<file path="src/hw/rtl/rnag_pkg.sv">
`default_nettype none

package rnag_pkg;

   // field and register widths
   localparam int FIELD_DIMS       = 4;
   localparam int MAX_DIMS_DEFAULT = 4;
   localparam int INDEX_W          = 16;
   localparam int EXT_W            = 13;
   localparam int DIM_COUNT_W      = 3;
   localparam int ELEM_W           = 9;
   localparam int OFFSET_W         = 56;

   // offset multiplies are split into two halves of the accumulator
   localparam int HALF_W           = OFFSET_W / 2;
   localparam int PROD_W           = HALF_W + EXT_W;

   // remainder unit: digit width and stage counts
   localparam int DIGIT_W          = 4;
   localparam int MOD_STAGES       = INDEX_W / DIGIT_W;
   localparam int LANE_STAGES      = MOD_STAGES + 1;

   // register port
   localparam int ADDR_W           = 5;
   localparam int DATA_W           = 32;

   typedef enum logic [2:0] {
      REG_DIM_COUNT   = 3'd0,
      REG_SIZE_DIM0   = 3'd1,
      REG_SIZE_DIM1   = 3'd2,
      REG_SIZE_DIM2   = 3'd3,
      REG_SIZE_DIM3   = 3'd4,
      REG_ELEM_BYTES  = 3'd5,
      REG_TORUS_MODE  = 3'd6,
      REG_BOUND_CHECK = 3'd7
   } reg_index_type;

   // per-lane settings derived from the registers
   typedef struct packed {
      logic             used;
      logic             torus;
      logic [EXT_W-1:0] extent;
   } lane_cfg_type;

   // what one lane hands to the merge stage
   typedef struct packed {
      logic [INDEX_W-1:0] val;
      logic [EXT_W-1:0]   extent;
      logic               bad;
   } lane_res_type;

endpackage

`default_nettype wire

</file>
<file path="src/hw/rtl/rnag_lane.sv">
`default_nettype none

module rnag_lane (
   input  wire logic                                  clock,
   input  wire logic [rnag_pkg::LANE_STAGES-1:0]      stage_en,
   input  wire rnag_pkg::lane_cfg_type                cfg,
   input  wire logic [rnag_pkg::INDEX_W-1:0]          index,
   output rnag_pkg::lane_res_type                     res
);

   localparam int IW = rnag_pkg::INDEX_W;
   localparam int EW = rnag_pkg::EXT_W;
   localparam int DW = rnag_pkg::DIGIT_W;
   localparam int NM = rnag_pkg::MOD_STAGES;

   // one restoring-division digit: shift in DW dividend bits, keep remainder
   function automatic logic [EW-1:0] mod_digit(input logic [EW-1:0] rem,
                                               input logic [DW-1:0] digit,
                                               input logic [EW-1:0] ext);
      logic [EW:0]   t;
      logic [EW-1:0] r;
      r = rem;
      for (int b = DW - 1; b >= 0; b--) begin
         t = {r, digit[b]};
         if (t >= {1'b0, ext}) begin
            r = EW'(t - {1'b0, ext});
         end else begin
            r = t[EW-1:0];
         end
      end
      return r;
   endfunction

   logic [IW-1:0] ix_ff  [NM];
   logic [IW-1:0] ix_in  [NM];
   logic [IW-1:0] mag_ff [NM];
   logic [IW-1:0] mag_in [NM];
   logic [EW-1:0] rem_ff [NM];
   logic [EW-1:0] rem_in [NM];

   // remainder of the index magnitude, DW bits per stage, msb first
   for (genvar j = 0; j < NM; j++) begin : g_div
      if (j == 0) begin : g_first
         assign ix_in[j]  = index;
         assign mag_in[j] = index[IW-1] ? IW'(~index + 1'b1) : index;
         assign rem_in[j] = mod_digit('0, mag_in[j][IW-1 -: DW], cfg.extent);
      end else begin : g_next
         assign ix_in[j]  = ix_ff[j-1];
         assign mag_in[j] = mag_ff[j-1];
         assign rem_in[j] = mod_digit(rem_ff[j-1], mag_ff[j-1][IW-1-j*DW -: DW],
                                      cfg.extent);
      end

      always_ff @(posedge clock) begin
         if (stage_en[j]) begin
            ix_ff[j]  <= ix_in[j];
            mag_ff[j] <= mag_in[j];
            rem_ff[j] <= rem_in[j];
         end
      end
   end

   logic [EW-1:0]          wrapped;
   logic [IW-1:0]          val;
   logic                   bad;
   rnag_pkg::lane_res_type res_ff;
   rnag_pkg::lane_res_type res_in;

   // true modulo, pick wrapped or raw index, range check; an unused lane gives zero of extent one
   always_comb begin
      wrapped = rem_ff[NM-1];
      if (ix_ff[NM-1][IW-1] && (rem_ff[NM-1] != '0)) begin
         wrapped = cfg.extent - rem_ff[NM-1];
      end
      val = cfg.torus ? IW'(wrapped) : ix_ff[NM-1];
      bad = val[IW-1] || (val >= IW'(cfg.extent));
      if (cfg.used) begin
         res_in.val    = val;
         res_in.extent = cfg.extent;
         res_in.bad    = bad;
      end else begin
         res_in.val    = '0;
         res_in.extent = EW'(1);
         res_in.bad    = 1'b0;
      end
   end

   always_ff @(posedge clock) begin
      if (stage_en[NM]) begin
         res_ff <= res_in;
      end
   end

   assign res = res_ff;

endmodule

`default_nettype wire

</file>
<file path="config.mk">
export PLATFORM = sky130hd
export DESIGN_NAME = rnag_lane
export DESIGN_NICKNAME = d
export VERILOG_FILES = /design/src/hw/rtl/rnag_pkg.sv /design/src/hw/rtl/rnag_lane.sv
export SDC_FILE = /design/constraint.sdc
export NUM_CORES = 1
export LEC_CHECK = 0
export BUFFER_PORTS_ARGS = -buffer_cell sky130_fd_sc_hd__buf_4
export CAP_MARGIN = 20
export CELL_PAD_IN_SITES_DETAIL_PLACEMENT = 0
export CELL_PAD_IN_SITES_GLOBAL_PLACEMENT = 1
export CORE_MARGIN = 2
export CORE_UTILIZATION = 36
export CTS_BUF_LIST = sky130_fd_sc_hd__clkbuf_4 sky130_fd_sc_hd__clkbuf_8
export CTS_CLUSTER_DIAMETER = 60
export CTS_CLUSTER_SIZE = 10
export DETAILED_ROUTE_END_ITERATION = 10
export HOLD_SLACK_MARGIN = 0.02
export PLACE_DENSITY_LB_ADDON = 0.15
export SYNTH_ARGS = -nofsm -noshare
export SYNTH_HDL_FRONTEND = slang
export SYNTH_SLANG_ARGS = --single-unit
</file>
<file path="constraint.sdc">
create_clock -name clock -period 34.9 [get_ports clock]
set_clock_uncertainty 0.05 [all_clocks]
set_input_delay 5.235 -clock clock [delete_from_list [all_inputs] [get_ports clock]]
set_output_delay 5.235 -clock clock [all_outputs]
set_load 0.005 [all_outputs]
</file>
=== After elaboration in Yosys (flattened, before gate mapping) ===
Memory sizes are Yosys's and may differ from the RTL's.
Index checks and enable logic that the tools add are counted.

* Bits in registers: 30
* Bits in latches: 0
* Bits in writable memories: 180
* Bits in read-only memories: 0
* Input port bits: 37
* Output and inout port bits: 30
* Logic and storage cells: 72
* Memories: 3

* Add/sub/neg operators: 18
* Multiply operators: 0
* Divide/modulo/power cells: 0
* Order comparisons: 17
* Equality and inequality tests: 0
* Shift operators: 0
* Mux-type cells: 27
* Bitwise operators: 1
* Reductions and logical operators: 3

{| class="wikitable"
|+ Memories
! memory !! words !! width !! read ports !! clocked after Yosys merged registers in !! wr ports !! RTL line !! source
|-
| ix_ff || 4 || 16 || 4 || 0 || 4 || rnag_lane.sv:34 || <nowiki>logic [IW-1:0] ix_ff [NM];</nowiki>
|-
| mag_ff || 4 || 16 || 3 || 0 || 4 || rnag_lane.sv:36 || <nowiki>logic [IW-1:0] mag_ff [NM];</nowiki>
|-
| rem_ff || 4 || 13 || 4 || 0 || 4 || rnag_lane.sv:38 || <nowiki>logic [EW-1:0] rem_ff [NM];</nowiki>
|}

{| class="wikitable"
|+ Operators with widths
! operator !! count
|-
| $mux W13 || 17
|-
| $ge A14 B13 Y1 || 15
|-
| $sub A13 B13 Y13 || 16
|-
| $mux W16 || 2
|-
| $add A16 B1 Y16 const B || 1
|-
| $ge A16 B13 Y1 || 1
|-
| $not A16 Y16 || 1
|-
| $ge A1 B13 Y1 || 1
|-
| $reduce_bool A13 Y1 || 1
|-
| $sub A1 B13 Y13 || 1
|-
| $mux W1 || 8
|-
| $logic_and A1 B1 Y1 || 1
|-
| $logic_or A1 B1 Y1 || 1
|}

=== Logic depth before layout (Yosys ltp) ===
* Depth after elaboration: 11
* Gate-level depth with buffers: 47
* Mapped depth without buffers: 41

=== Worst setup path after synthesis ===
No wires, ideal clock.

* Path kind: input-to-reg
* From: input port cfg[1] (netlist bit)
* To: memory rem_ff[1][11] (netlist bit) (data pin)
* Setup time: 0.261 ns
* Arrival: 15.133 ns
* Required time: 34.589 ns
* Setup slack: 19.456 ns
* Stages on the path: 41
* Buffers on the path: 5
* Cells stage by stage: inv_1 > fa_1 > nand3_1 > a31oi_1 > o21bai_1 > a31oi_1 > clkbuf_1 > o21ai_0 > fa_1 > nand2b_1 > a211oi_1 > o41ai_1 > a21oi_1 > o21a_1 > or2_0 > clkbuf_1 > buf_1 > mux2i_1 > [... 5 more ...] > a21oi_1 > a211oi_1 > o211ai_1 > buf_2 > buf_1 > nor2_1 > a21oi_1 > fa_1 > a21oi_1 > o22ai_1 > o41a_1 > a41o_1 > a311oi_1 > o211ai_1 > o21ai_0 > nand2b_1 > and2_1 > a221o_1

{| class="wikitable"
|+ RTL lines
! item !! RTL line !! source
|-
| start: declaration || rnag_lane.sv:6 || <nowiki>input wire rnag_pkg::lane_cfg_type cfg,</nowiki>
|-
| end: declaration || rnag_lane.sv:38 ||
|}

==> results.json <==
{
  "period_needed_ns": 16.18,
  "vias": 14387,
  "worstSetupStartpointType": "primary input",
  "antenna_found_initial": 2,
  "grt.total_usage_pct": 20.8,
  "synthToLayoutAreaGrowth_pct": 9.50,
  "tns_ns": 0,
  "hold_buffers": 0,
  "clkSlewWorstSetupHoldPaths_ns": 0.09,
  "grt_setup_unrepaired": "false",
  "path_buf_inv": 2,
  "cts_made_buffers": 17,
  "fp.coreArea_um2": 47700,
  "synth_area_um2": 17400,
  "setup_viol": 0,
  "synth_nets": 2161,
  "finalCritPeriodShare_pct": 46.4,
  "overflow": 0,
  "cpPeakStageDelay_ns": 0.84,
  "critPathMaxFanout": 20,
  "die_h_um": 224,
  "tritoncts": "yes",
  "grt_max_degree": 41,
  "critPathRequiredTime_ns": 35.09,
  "drv_slew": 0,
  "status": "completed",
  "hold_viol_final": 0,
  "cts.path.max_buffers": 2,
  "hold_path_class": "reg -> reg",
  "drc": 0,
  "portBuffers": 66,
  "cp.arrival_ns": 16.37,
  "crit_type": "in -> reg",
  "drive_gt1_share_pct": 11.4,
  "postRouteAntennaNets": 0,
  "cts.root.buffer_cell": "clkbuf_8",
  "cpMaxStageDelayCell": "a2111oi_4",
  "io_pins": 67,
  "dieArea_um2": 50100,
  "row_count": 80,
  "ys_async_sr_fraction_pct": 0,
  "start_util_pct": 36.5,
  "place_hpwl_um": 40000,
  "globalplace.congestion": 0.895,
  "yosys_most_used_dff": "edfxtp_1",
  "post-cts-setup-buffer-count": 0,
  "regArea_um2": 5010,
  "grt_pass1_wl_um": 80300,
  "final_cells": 2583,
  "synth_seq_cells": 167,
  "wl_um": 52000,
  "worst_setup_path_end_kind": "flop",
  "grt_pass1_vias": 13946,
  "n_antenna_cell": 0,
  "routed_via_density": 5.57,
  "worst_pin_slew_ns": 1.04,
  "place_inst": 2551,
  "yosys_warnings": 0,
  "avgRoutedWirePerCell_um": 20.1,
  "slew-limit-headroom_pct": 30.0,
  "dr.pass1.iters": 5,
  "drt_iter0_markers": 961,
  "max_freq_mhz": 61.8,
  "yosysUniqueCellTypes": 77,
  "nets": 2230,
  "seq_area_frac_synth_pct": 28.8,
  "cts.htree.levels": 4,
  "syn_area_per_cell_um2": 9.23,
  "fill_cells": 4756,
  "clock_sinks": 167,
  "reg2reg_slack_ns": 24.02,
  "clkLatencyLatePin_ns": 0.49,
  "max_cap_violations": 0,
  "multi_input_area_um2": 11800,
  "dpl_cell_area_um2": 18700,
  "synth_edf_count": 167,
  "dieWidth_um": 224,
  "cts.repair.resized": 0,
  "crit_family": "compound AO/OA/AOI/OAI gates",
  "design_area_um2": 19100,
  "synth_cells": 1886
}
==> cell usage in the layout, fill, tap and decap left out, drive strengths merged, types with 87 or more instances in the layout <==
cell type,count
mux2,89
ha,222
buf,87
nor2,164
inv,118
edfxtp,167
a21oi,140
xnor2,95
nand2,101
o21ai,110
==> path summary, 6_finish.rpt <==
check,from,endpoint,depth (start not counted)
max,index[5],rem_ff[0][10],40
min,ix_ff[1][1],ix_ff[2][1],0
max reg2reg,mag_ff[1][7],rem_ff[2][10],39
min reg2reg,ix_ff[1][1],ix_ff[2][1],0
==> worst reg2reg max path: cells and delay by family, from the launching register on <==
kind                       cells  cell delay [ns]
muxes                          4             1.54
DFF                            1             0.43
adders and majority gates      5             1.55
AOI/OAI and AO/OA             19             4.96
and+or+nand+nor                9             1.97
buffers and inverters          2             0.13
==> layer usage <==
metal / vias up / part of all wire (%) / global-route usage (%)
li1: 7168 / - / -
met1: 6882 / 48 / 28.3
met2: 280 / 47 / 35.2
met3: 57 / 3.5 / 2.57
met4: 0 / 2.0 / 5.01
met5: - / 0 / 0
==> layout make-up <==
class / instances / area share [%]
Inverter: 112 / 2.21
Sequential cell: 167 / 26.3
Timing Repair Buffer: 87 / 3.43
Clock buffer: 17 / 1.23
Tap cell: 615 / 4.04
Clock inverter: 15 / 0.840
Multi-Input combinational cell: 1570 / 62.0
==> cell families after synthesis <==
group,count (synthesis),share of synthesized area (%)
buf+inv,149,3.35
compound gates,492,18.4
simple gates,560,16.0
fa+ha+maj,238,17.8
flops,167,28.8
xor+xnor,159,8.00
mux,121,7.60
==> flip-flops by register name (all words and copies together), names as in the netlist <==
| register | flops |
|---|---|
| res | 30 |
| rem_ff | 52 |
| ix_ff | 63 |
| mag_ff | 22 |
==> metrics by stage <==
| stage | hold slack, ns | setup WS (ns) | utilization (%) |
|---|---|---|---|
| global route | 0.378 | 17.77 | 39.9 |
| finish | 0.368 | 18.72 | 39.9 |
| CTS | 0.366 | 18.72 | 39.9 |
| floorplan | 0.350 | 19.46 | - |
| global placement | 0.352 | 18.20 | 39.1 |
| detailed placement | 0.355 | 18.24 | 39.1 |
==> cells in the mapped netlist, types with 9 or more instances <==
library cell  number  area share (%)
a21oi_1          140             4.0
mux2i_1           32             1.8
mux2_2            81             5.2
a31oi_1           13            0.47
edfxtp_1         167              29
clkbuf_1          22            0.47
nand2_1          101             2.2
nor4_1            12            0.43
nand4_1           43             1.5
nand2b_1          28             1.0
xor2_1            64             3.2
or2_2             12            0.43
and3_1            18            0.65
o21ai_1            9            0.26
o21a_1            35             1.5
or3_1             11            0.40
o31ai_1           16            0.69
o21bai_1          13            0.56
and2_1            38             1.4
o211ai_1          13            0.56
a211oi_1          19            0.82
nand3_1           26            0.75
nor2_1           164             3.5
inv_1            111             2.4
o21ai_0          101             2.9
xnor2_1           95             4.8
a21o_1            40             1.7
a21boi_0          11            0.47
buf_2             10            0.29
ha_1             222              16
nor2b_1           40             1.4
fa_1              16             1.8
nor3_1            45             1.3
Power is left out: the tool's default activity adds up to more than one toggle a clock period on the data nets, which glitch-free logic cannot reach.
